[src/hw/rtl/tsdd_pkg.sv]
// ----------------------------------------------------------------------------
// tsdd_pkg
// Types and constants shared by the timestamp delta decoder modules.
// ----------------------------------------------------------------------------
package tsdd_pkg;

  localparam int TS_BYTES = 8;

  // decode phases
  localparam logic [1:0] PH_HEADER = 2'd0;
  localparam logic [1:0] PH_BODY   = 2'd1;
  localparam logic [1:0] PH_SKIP   = 2'd2;

  // result status codes
  localparam logic [1:0] ST_OK    = 2'd0;
  localparam logic [1:0] ST_SHORT = 2'd1;
  localparam logic [1:0] ST_WIDTH = 2'd2;
  localparam logic [1:0] ST_TRUNC = 2'd3;

  // legal delta widths in bytes
  localparam logic [7:0] DW_1 = 8'd1;
  localparam logic [7:0] DW_2 = 8'd2;
  localparam logic [7:0] DW_4 = 8'd4;
  localparam logic [7:0] DW_8 = 8'd8;

  typedef struct packed {
    logic [7:0] in_byte;
    logic       frame_end;
  } in_t;

  typedef struct packed {
    logic [63:0] timestamp;
    logic        last_of_block;
    logic [1:0]  status;
  } out_t;

  // result of one decode step, handed to the output register
  typedef struct packed {
    logic valid;
    out_t data;
  } res_slot_t;

endpackage

[src/hw/rtl/tsdd_core.sv]
// ----------------------------------------------------------------------------
// tsdd_core
// Block parser state and the combinational decode step for one input byte.
// ----------------------------------------------------------------------------
module tsdd_core
  import tsdd_pkg::*;
#(
  parameter int COUNT_BYTES = 8
) (
  input  logic      clk,
  input  logic      rst,
  input  logic      fire,
  input  in_t       in_data,
  output res_slot_t res
);

  localparam int         CW       = 8 * COUNT_BYTES;
  localparam logic [4:0] HDR_CNT0 = 5'(TS_BYTES);
  localparam logic [4:0] HDR_LAST = 5'(TS_BYTES + COUNT_BYTES);

  logic [1:0]    phase, phase_next;
  logic [4:0]    hdr_idx, hdr_idx_next;
  logic [63:0]   running_ts, running_ts_next;
  logic [CW-1:0] item_count, item_count_next;
  logic [3:0]    delta_width, delta_width_next;
  logic [63:0]   delta_shift, delta_shift_next;
  logic [2:0]    dbi, dbi_next;
  logic [CW-1:0] emitted, emitted_next;

  always_comb begin
    logic [7:0]    b;
    logic          fe;
    logic          clr;
    logic [1:0]    clr_phase;
    logic [63:0]   asm_delta;
    logic [63:0]   ext_delta;
    logic [63:0]   sum;
    logic [CW-1:0] em_inc;

    b         = in_data.in_byte;
    fe        = in_data.frame_end;
    clr       = 1'b0;
    clr_phase = PH_HEADER;

    phase_next       = phase;
    hdr_idx_next     = hdr_idx;
    running_ts_next  = running_ts;
    item_count_next  = item_count;
    delta_width_next = delta_width;
    delta_shift_next = delta_shift;
    dbi_next         = dbi;
    emitted_next     = emitted;
    res              = '0;

    asm_delta = delta_shift;
    for (int j = 0; j < 8; j++) begin
      if (dbi == 3'(j)) begin
        asm_delta[8*j +: 8] = b;
      end
    end

    case (delta_width)
      4'd1:    ext_delta = {{56{asm_delta[7]}}, asm_delta[7:0]};
      4'd2:    ext_delta = {{48{asm_delta[15]}}, asm_delta[15:0]};
      4'd4:    ext_delta = {{32{asm_delta[31]}}, asm_delta[31:0]};
      default: ext_delta = asm_delta;
    endcase
    sum    = running_ts + ext_delta;
    em_inc = emitted + CW'(1);

    if (fire) begin
      case (phase)
        PH_HEADER: begin
          if (hdr_idx < HDR_LAST) begin
            for (int j = 0; j < 8; j++) begin
              if (hdr_idx == 5'(j)) begin
                running_ts_next[8*j +: 8] = b;
              end
            end
            for (int j = 0; j < COUNT_BYTES; j++) begin
              if (hdr_idx == HDR_CNT0 + 5'(j)) begin
                item_count_next[8*j +: 8] = b;
              end
            end
            if (fe) begin
              clr        = 1'b1;
              res.valid  = 1'b1;
              res.data   = '{timestamp: '0, last_of_block: 1'b1, status: ST_SHORT};
            end else begin
              hdr_idx_next = hdr_idx + 5'd1;
            end
          end else if (b != DW_1 && b != DW_2 && b != DW_4 && b != DW_8) begin
            clr       = 1'b1;
            clr_phase = fe ? PH_HEADER : PH_SKIP;
            res.valid = 1'b1;
            res.data  = '{timestamp: '0, last_of_block: 1'b1, status: ST_WIDTH};
          end else if (item_count <= CW'(1)) begin
            clr       = 1'b1;
            clr_phase = fe ? PH_HEADER : PH_SKIP;
            res.valid = 1'b1;
            res.data  = '{timestamp: running_ts, last_of_block: 1'b1, status: ST_OK};
          end else if (fe) begin
            clr       = 1'b1;
            res.valid = 1'b1;
            res.data  = '{timestamp: '0, last_of_block: 1'b1, status: ST_TRUNC};
          end else begin
            delta_width_next = b[3:0];
            delta_shift_next = '0;
            dbi_next         = '0;
            emitted_next     = CW'(1);
            hdr_idx_next     = '0;
            phase_next       = PH_BODY;
            res.valid        = 1'b1;
            res.data = '{timestamp: running_ts, last_of_block: 1'b0, status: ST_OK};
          end
        end
        PH_BODY: begin
          if (({1'b0, dbi} + 4'd1) < delta_width) begin
            if (fe) begin
              clr       = 1'b1;
              res.valid = 1'b1;
              res.data  = '{timestamp: '0, last_of_block: 1'b1, status: ST_TRUNC};
            end else begin
              delta_shift_next = asm_delta;
              dbi_next         = dbi + 3'd1;
            end
          end else if (em_inc == item_count) begin
            clr       = 1'b1;
            clr_phase = fe ? PH_HEADER : PH_SKIP;
            res.valid = 1'b1;
            res.data  = '{timestamp: sum, last_of_block: 1'b1, status: ST_OK};
          end else if (fe) begin
            clr       = 1'b1;
            res.valid = 1'b1;
            res.data  = '{timestamp: '0, last_of_block: 1'b1, status: ST_TRUNC};
          end else begin
            running_ts_next  = sum;
            emitted_next     = em_inc;
            delta_shift_next = '0;
            dbi_next         = '0;
            res.valid        = 1'b1;
            res.data = '{timestamp: sum, last_of_block: 1'b0, status: ST_OK};
          end
        end
        default: begin
          // skip to the end of the block
          clr = fe;
        end
      endcase
    end

    if (clr) begin
      phase_next       = clr_phase;
      hdr_idx_next     = '0;
      running_ts_next  = '0;
      item_count_next  = '0;
      delta_width_next = '0;
      delta_shift_next = '0;
      dbi_next         = '0;
      emitted_next     = '0;
    end
  end

  always_ff @(posedge clk) begin
    if (rst) begin
      phase       <= PH_HEADER;
      hdr_idx     <= '0;
      running_ts  <= '0;
      item_count  <= '0;
      delta_width <= '0;
      delta_shift <= '0;
      dbi         <= '0;
      emitted     <= '0;
    end else begin
      phase       <= phase_next;
      hdr_idx     <= hdr_idx_next;
      running_ts  <= running_ts_next;
      item_count  <= item_count_next;
      delta_width <= delta_width_next;
      delta_shift <= delta_shift_next;
      dbi         <= dbi_next;
      emitted     <= emitted_next;
    end
  end

`ifndef SYNTH
  a_hdr_idx_range: assert property (@(posedge clk) disable iff (rst)
    hdr_idx <= HDR_LAST)
    else $error("header byte index past width byte");

  a_body_width: assert property (@(posedge clk) disable iff (rst)
    phase == PH_BODY |-> $onehot(delta_width) && ({1'b0, dbi} < delta_width))
    else $error("body state holds an illegal delta width or byte index");

  a_body_count: assert property (@(posedge clk) disable iff (rst)
    phase == PH_BODY |-> emitted != '0 && emitted < item_count)
    else $error("body entered with no timestamps owed");

  a_err_result: assert property (@(posedge clk) disable iff (rst)
    res.valid && res.data.status != ST_OK |->
      res.data.last_of_block && res.data.timestamp == '0)
    else $error("error result not marked last or carries a timestamp");

  a_clear_after_last: assert property (@(posedge clk) disable iff (rst)
    res.valid && res.data.last_of_block |=> phase != PH_BODY && emitted == '0)
    else $error("block state not cleared after final result");
`endif

endmodule

[src/hw/rtl/tsdd_outreg.sv]
// ----------------------------------------------------------------------------
// tsdd_outreg
// Result register on the output channel; frees the input side when empty or
// being drained.
// ----------------------------------------------------------------------------
module tsdd_outreg
  import tsdd_pkg::*;
(
  input  logic      clk,
  input  logic      rst,
  input  logic      fire,
  input  res_slot_t res,
  output logic      take,
  output logic      out_valid,
  input  logic      out_ready,
  output out_t      out_data
);

  assign take = !out_valid || out_ready;

  always_ff @(posedge clk) begin
    if (rst) begin
      out_valid <= 1'b0;
    end else if (fire) begin
      out_valid <= res.valid;
    end else if (out_ready) begin
      out_valid <= 1'b0;
    end
  end

  always_ff @(posedge clk) begin
    if (fire && res.valid) begin
      out_data <= res.data;
    end
  end

endmodule

[src/hw/rtl/timestamp_delta_decoder.sv]
// ----------------------------------------------------------------------------
// timestamp_delta_decoder
// Byte-serial decoder for delta-compressed 64-bit timestamp blocks.
// ----------------------------------------------------------------------------
// Takes one byte per cycle with no gaps of its own: each byte is decoded in
// the cycle it is accepted (a lane write, a sign extend and one 64-bit add)
// and any timestamp it completes appears in the output register on the next
// cycle. Input stalls only while a held result waits for out_ready. A block
// yields the first timestamp after its header byte (8 + COUNT_BYTES + 1
// bytes), then one timestamp per delta group, last_of_block on the final one;
// header, width and truncation faults give a single zero timestamp with
// last_of_block set and a nonzero status.
module timestamp_delta_decoder
  import tsdd_pkg::*;
#(
  parameter int COUNT_BYTES = 8
) (
  input  logic clk,
  input  logic rst,
  input  logic in_valid,
  output logic in_ready,
  input  in_t  in_data,
  output logic out_valid,
  input  logic out_ready,
  output out_t out_data
);

  logic      fire;
  res_slot_t res;

  assign fire = in_valid && in_ready;

  tsdd_core #(
    .COUNT_BYTES(COUNT_BYTES)
  ) u_core (
    .clk     (clk),
    .rst     (rst),
    .fire    (fire),
    .in_data (in_data),
    .res     (res)
  );

  tsdd_outreg u_outreg (
    .clk       (clk),
    .rst       (rst),
    .fire      (fire),
    .res       (res),
    .take      (in_ready),
    .out_valid (out_valid),
    .out_ready (out_ready),
    .out_data  (out_data)
  );

endmodule

[config.mk]
export PLATFORM = sky130hd
export DESIGN_NAME = timestamp_delta_decoder
export DESIGN_NICKNAME = d
export VERILOG_FILES = /design/src/hw/rtl/tsdd_pkg.sv /design/src/hw/rtl/tsdd_core.sv /design/src/hw/rtl/tsdd_outreg.sv /design/src/hw/rtl/timestamp_delta_decoder.sv
export SDC_FILE = /design/constraint.sdc
export NUM_CORES = 1
export LEC_CHECK = 0
export BUFFER_PORTS_ARGS = -buffer_cell sky130_fd_sc_hd__buf_4
export CORE_ASPECT_RATIO = 0.75
export CORE_UTILIZATION = 35
export CTS_BUF_LIST = sky130_fd_sc_hd__clkbuf_16
export DETAILED_ROUTE_END_ITERATION = 10
export HOLD_SLACK_MARGIN = 0.1
export SKIP_LAST_GASP = 1
export SYNTH_ARGS = -nofsm -noshare
export SYNTH_HDL_FRONTEND = slang
export SYNTH_HIERARCHICAL = 1
export SYNTH_SLANG_ARGS = --single-unit
[constraint.sdc]
create_clock -name clk -period 5.53 [get_ports clk]
set_input_delay 0.2765 -clock clk [delete_from_list [all_inputs] [get_ports clk]]
set_output_delay 0.2765 -clock clk [all_outputs]
set_load 0.1 [all_outputs]
==> impl_metrics.py, run 1 <==
metrics = {
    "setup_path": {
        "cp-start-kind": "register",
        "cp-startpoint": "u_core/dbi[0]",
        "critPathCaptureType": "register",
        "crit_chain": "inv_1, ha_1, nand2_1, mux2_2, nand3_1, o31ai_2, a211oi_4, buf_4, a31oi_1, ha_1, and3_1, nand2_1, or3_1, nor4_2, o21ai_2, a41o_1, and2_1, o21ai_1, a41oi_1, xnor2_1, a32o_1",
        "crit_fanout": 6,
        "crit_path_top_delay_cell": "dfxtp_1",
        "cp_slowest_stage_delay_ns": 0.41,
        "arrival_ns": 5.58,
        "critical_path_required_ns": 5.85,
        "criticalPathCategory": "reg -> reg",
        "r2r-start": "u_core/dbi[0]",
        "reg2reg_setup_slack_ns": 0.27,
        "crit_family": "compound AO/OA/AOI/OAI gates",
        "path_buf_inv": 2,
    },
    "timing": {
        "setup_viol": 0,
        "fmax_ghz": 0.190,
        "min_period_ns": 5.26,
        "fin_skew_ns": 0.0198,
        "relSlewSlack_pct": 17.0,
        "rsz0062_at_grt": "yes",
        "maxSlewViolCount": 0,
        "hold_viol": 0,
        "tightest_slew_ns": 1.23,
        "finalCritPeriodShare_pct": 95.2,
    },
    "synth": {
        "ys_warn_count": 6,
        "syn_nets": 3001,
        "yosysTopAreaCellShare_pct": 23.8,
        "synth_commonest_cells": "362 x nand2_1, 282 x nor2_1, 272 x a21oi_1",
        "yosys-top-cells-area": "dfxtp_1 24%, edfxtp_1 8.8%, a21oi_1 6.0%",
        "ys_ff_latch": 338,
        "synth_async_sr_flop_share_pct": 0,
        "syn_area_um2": 22800,
        "synth_largest_area_cell": "dfxtp_1",
        "synth_edf_count": 67,
        "yosysMostFrequentCell": "nand2_1",
        "syn-instance-count": 2905,
        "ys_types": 92,
        "synth.avg_cell_area_um2": 7.85,
        "seq_area_frac_synth_pct": 32.6,
        "synthFlopType": "dfxtp_1",
    },
    "power_and_ir_drop": {
        "seqPwrFrac_pct": 44.7,
        "p_clk_share_pct": 46.3,
        "p_comb_share_pct": 9.0,
        "p_leak_nw": 9.74,
        "peakVddDrop_uv": 153,
        "power.total_mw": 5.74,
        "swShare_pct": 26.2,
        "power_density_nw_per_um2": 222,
        "p_int_mw": 4.24,
        "netSwitchingPower_mw": 1.50,
    },
    "global_route": {
        "grt_max_degree": 106,
        "overflow": 0,
        "first_global_vias": 20568,
        "grt_antenna_before_repair": 3,
        "grt_first_pass_wirelength_mm": 129,
        "grt_use_total_pct": 24.9,
    },
    "place": {
        "hpwl_mm": 60.0,
        "dp.cells": 3741,
        "place_congestion": 0.979,
        "io_buffers": 81,
    },
    "floorplanning": {
        "die_h_um": 223,
        "die-area_um2": 66200,
        "die_w_um": 297,
        "start_util_pct": 35.6,
        "ios": 82,
        "coreArea_um2": 64100,
        "fp-row-count": 80,
    },
    "cells_and_area": {
        "multi_input_area_um2": 14300,
        "syn_to_final_growth_pct": 13.5,
        "seqCellArea_um2": 7440,
        "n_fill_cell": 6602,
        "n_antenna_cell": 0,
        "final_nets": 3021,
        "finalNonFillerCells": 3815,
        "drive_gt1_share_pct": 10.6,
    },
    "cts": {
        "numCtsBuffers": 38,
        "cts_tree": "done",
        "cts_buffer_depth": 3,
        "clk_latency_ns": 0.57,
        "htree_levels": 2,
        "root_buffer": "clkbuf_16",
        "clk_pin_slew_worst_paths_ns": 0.06,
        "postCtsSetupBuffers": 0,
        "clock-sinks": 338,
    },
    "drt": {
        "wl_per_cell_um": 22.2,
        "first_pass_iters": 5,
        "ant_nets": 0,
        "avgViaCountPerCell": 5.95,
        "drc": 0,
        "vias": 22710,
        "drt_wl_total_mm": 84.7,
        "drt_iter0_drc": 2846,
    },
    "flow_run": {
        "cap_violations": 0,
    },
    "worst_hold_path": {
        "hold_path.class": "in -> reg",
        "hp-start": "in_data[4]",
    },
    "run_status": {
        "outcome": "completed",
    },
}
-- tightest hold or removal path: stages --
cell     delay, ns
buf_4         0.22
nand2_1       0.09
a21oi_1       0.06
-- kinds of logic after synthesis --
logic type	count (synthesis)	share of synthesized area, %
xor gates and xnor gates	150	5.76
muxes	113	5.01
DFF	338	32.6
AOI/OAI and AO/OA	856	23.8
and+or+nand+nor	1096	23.2
adders and majority gates	83	4.58
buffers and inverters	269	5.00
-- state kept, by name, indices dropped and copies added, names as in the netlist, 3 cells and up --
name and cells:
u_outreg/out_data 67, u_core/delta_shift 64, u_core/emitted 64, u_core/item_count 64, u_core/running_ts 64, u_core/hdr_idx 5
u_core/delta_width 4, u_core/dbi 3
-- metrics by stage --
| stage | util (%) | setup TNS [ns] | hold WS, ns | worst slack [ns] | cell area (um^2) |
|---|---|---|---|---|---|
| 2_1_floorplan | - | 0 | 0.355 | 0.0669 | 22800 |
| 3_3_place_gp | 38.3 | 0 | 0.463 | 0.160 | 24600 |
| 3_5_place_dp | 38.3 | 0 | 0.466 | 0.0587 | 24600 |
| 4_1_cts | 40.4 | 0 | 0.117 | 0.0309 | 25900 |
| 5_1_grt | 40.4 | -0.0596 | 0.143 | -0.0596 | 25900 |
| 6_report | 40.4 | 0 | 0.142 | 0.267 | 25900 |
-- what timing repair did --
action                     4_1_cts  5_1_grt
hold endpoints to repair        13        0
hold buffers                     5        0
setup endpoints to repair        0       31
resized for setup                0       11
-- final timing paths --
| path | to | depth (start not counted) |
|---|---|---|
| worst max register to register | u_outreg/out_data[59] | 21 |
| worst min register to register | u_core/delta_shift[18] | 2 |
| worst min-delay path | u_core/delta_shift[19] | 3 |
| worst max-delay path | u_outreg/out_data[59] | 21 |
-- layer usage --
metal	GRT usage [%]	share of wire, %	vias to the layer above	wire [um]
met1	40.7	50	10824	42600
met3	4.40	10	98	8610
met2	32.9	38	1095	32100
li1	-	-	10691	-
met5	0	0.013	-	11
met4	4.50	1.5	2	1310
-- final cells by class --
type / count / area share (%)
Clock inverter: 30 / 1.10
Multi-Input combinational cell: 2298 / 55.3
Clock buffer: 39 / 3.77
Tap cell: 861 / 4.16
Sequential cell: 338 / 28.7
Inverter: 46 / 0.667
Timing Repair Buffer: 203 / 6.29
-- cells in the final DEF, fill, tap and decap left out, types with 34 or more instances in the layout --
master / n
nor3_1: 54
a22oi_1: 34
nor4_1: 50
a21o_1: 54
nand4_1: 60
dfxtp_1: 271
ha_1: 80
nor2_1: 282
a32oi_1: 40
a21oi_1: 271
nand2_1: 361
clkbuf_16: 39
a31oi_1: 78
nand3_1: 73
xor2_1: 56
mux2i_1: 104
o21ai_0: 164
buf_4: 190
xnor2_1: 94
edfxtp_1: 67
inv_1: 54
-- power by group through the flow --
stage          Clock (mW)  Combinational, mW  Sequential, mW
6_report             2.65              0.517            2.57
5_1_grt              2.79              0.549            2.57
4_1_cts              2.71              0.511            2.57
3_5_place_dp            0              0.506            2.62
3_3_place_gp            0              0.507            2.62
2_1_floorplan           0              0.274            2.69
No activity file was read; power rests on OpenSTA's default activity.
==> run 2, diff against run 1 <==
Settings changed: CTS_BUF_LIST sky130_fd_sc_hd__clkbuf_16 to sky130_fd_sc_hd__clkbuf_4.
Clock period 5.53 ns to 6.7 ns, I/O delays scaled along.
==> impl_metrics.py, run 2 (synthesis results as in run 1) <==
metrics = {
    "floorplanning": {
        "die-area_um2": 66200,
        "ios": 82,
        "coreArea_um2": 64100,
        "die_h_um": 223,
        "die_w_um": 297,
        "fp-row-count": 80,
        "start_util_pct": 35.6,
    },
    "power_and_ir_drop": {
        "p_leak_nw": 9.48,
        "power_density_nw_per_um2": 177,
        "power.total_mw": 4.50,
        "peakVddDrop_uv": 104,
    },
    "setup_path": {
        "reg2reg_setup_slack_ns": 0.52,
        "crit_chain": "ha_1, nor2b_1, mux2i_1, o31ai_1, a211oi_4, a31oi_1, ha_1, and2_0, nand2_1, or3_1, nor4_1, o21ai_0, a41o_1, and2_1, o21ai_0, a41oi_1, xnor2_1, a32o_1",
        "critPathCaptureType": "register",
        "r2r-start": "u_core/dbi[0]",
        "cp-start-kind": "register",
        "critical_path_required_ns": 7.30,
        "cp_slowest_stage_delay_ns": 0.71,
        "crit_path_top_delay_cell": "a211oi_4",
        "timing.rr.end": "u_outreg/out_data[59]",
        "criticalPathCategory": "reg -> reg",
        "r2r_cells": 18,
        "arrival_ns": 6.77,
        "endpoint": "u_outreg/out_data[59]",
        "cp-startpoint": "u_core/dbi[0]",
        "crit_fanout": 15,
    },
    "timing": {
        "fin_skew_ns": 0.0666,
        "rsz0062_at_grt": "no",
        "hold_viol": 0,
        "fmax_ghz": 0.162,
        "min_period_ns": 6.18,
        "hold-worst-slack_ns": 0.321,
        "finalCritPeriodShare_pct": 92.2,
        "setup_viol": 0,
        "tightest_slew_ns": 1.17,
        "setup_tns_ns": 0,
        "layout_setup_ws_ns": 0.524,
        "relSlewSlack_pct": 21.7,
        "maxSlewViolCount": 0,
    },
    "cells_and_area": {
        "syn_to_final_growth_pct": 11.1,
        "largest_reg_flops": 67,
        "final_common_cell": "nand2_1",
        "n_fill_cell": 6752,
        "final_nets": 3013,
        "drive_gt1_share_pct": 11.0,
        "regMostFlops": "u_outreg/out_data",
        "layout_common_cells": "362 x nand2_1, 282 x nor2_1, 271 x a21oi_1, 271 x dfxtp_1, 166 x o21ai_0",
    },
    "cts": {
        "clock-sinks": 338,
        "ctsResizeCount": 0,
        "clk_latency_ns": 0.90,
        "clk_pin_slew_worst_paths_ns": 0.06,
        "numCtsBuffers": 89,
        "cts_tree": "done",
        "root_buffer": "clkbuf_4",
        "cts_hold_buf": 13,
        "cts_buffer_depth": 3,
        "htree_levels": 3,
        "postCtsSetupBuffers": 0,
    },
    "place": {
        "io_buffers": 81,
        "hpwl_mm": 56.9,
        "place_ws_ns": 0.723,
        "place_congestion": 0.985,
    },
    "drt": {
        "drc": 0,
        "wl_per_cell_um": 21.4,
        "first_pass_iters": 6,
        "ant_nets": 0,
        "drt_wl_total_mm": 82.6,
        "vias": 22741,
        "avgViaCountPerCell": 5.91,
        "drt_iter0_drc": 2650,
    },
    "run_status": {
        "outcome": "completed",
    },
    "global_route": {
        "grt_antenna_before_repair": 6,
        "grt_use_total_pct": 24.1,
        "grt_max_degree": 89,
        "first_global_vias": 20450,
        "overflow": 0,
        "grt_first_pass_wirelength_mm": 125,
    },
    "worst_hold_path": {
        "hold_path.class": "in -> reg",
    },
    "flow_run": {
        "cap_violations": 0,
    },
}
[run 2: through the flow]
| step | cell area (um^2) | cells | utilization, % |
|---|---|---|---|
| after detailed placement | 24000 | 3674 | 37.5 |
| final | 25300 | 3851 | 39.6 |
| after global placement | 24000 | 3674 | 37.5 |
| after CTS | 25300 | 3845 | 39.5 |
| after floorplan | 22800 | 2905 | - |
| after global routing | 25300 | 3850 | 39.6 |
[run 2: layout make-up]
| cell class | instances | area, um^2 | share of cell area, % |
|---|---|---|---|
| timing repair buffer | 144 | 1180 | 4.64 |
| tap | 861 | 1080 | 4.25 |
| multi-input combinational | 2298 | 14300 | 56.4 |
| clock inverter | 27 | 190 | 0.750 |
| clock buffer | 131 | 983 | 3.88 |
| sequential | 338 | 7440 | 29.3 |
| inverter | 46 | 173 | 0.681 |
| antenna | 6 | 15.0 | 0.0592 |
[run 2: where the power goes]
group	leakage [nW]	switching [mW]	internal [mW]
sequential	2.83	0.0216	2.10
clock	0.696	0.951	1.01
combinational	5.96	0.311	0.111
total	9.48	1.28	3.22
[run 2: how the worst min path moves through the flow]
stage	cells after the start	from	endpoint
floorplan	1	rst	u_core/phase[1]
global route	7	in_valid	u_core/hdr_idx[1]
finish	7	in_valid	u_core/hdr_idx[1]
detailed placement	2	u_core/running_ts[0]	u_core/running_ts[0]
CTS	7	in_valid	u_core/hdr_idx[1]
global placement	2	u_core/delta_shift[21]	u_core/delta_shift[21]
[run 2: routing by layer]
metal | up-vias | global-route usage, % | wire [um]
met3 | 107 | 6.48 | 8870
met4 | 0 | 6.02 | 1520
met1 | 10796 | 38.2 | 41300
met2 | 1084 | 30.9 | 30900
met5 | - | 0 | 0
li1 | 10754 | - | -
[run 2: worst max-delay path: cells and delay by family (launching register included)]
kind	cells	cell delay (ns)
AND/OR/NAND/NOR	6	1.85
multiplexers	1	0.38
AO/OA/AOI/OAI	8	2.31
adder cells (fa/ha/maj)	2	0.73
XOR/XNOR	1	0.18
flip-flops	1	0.42
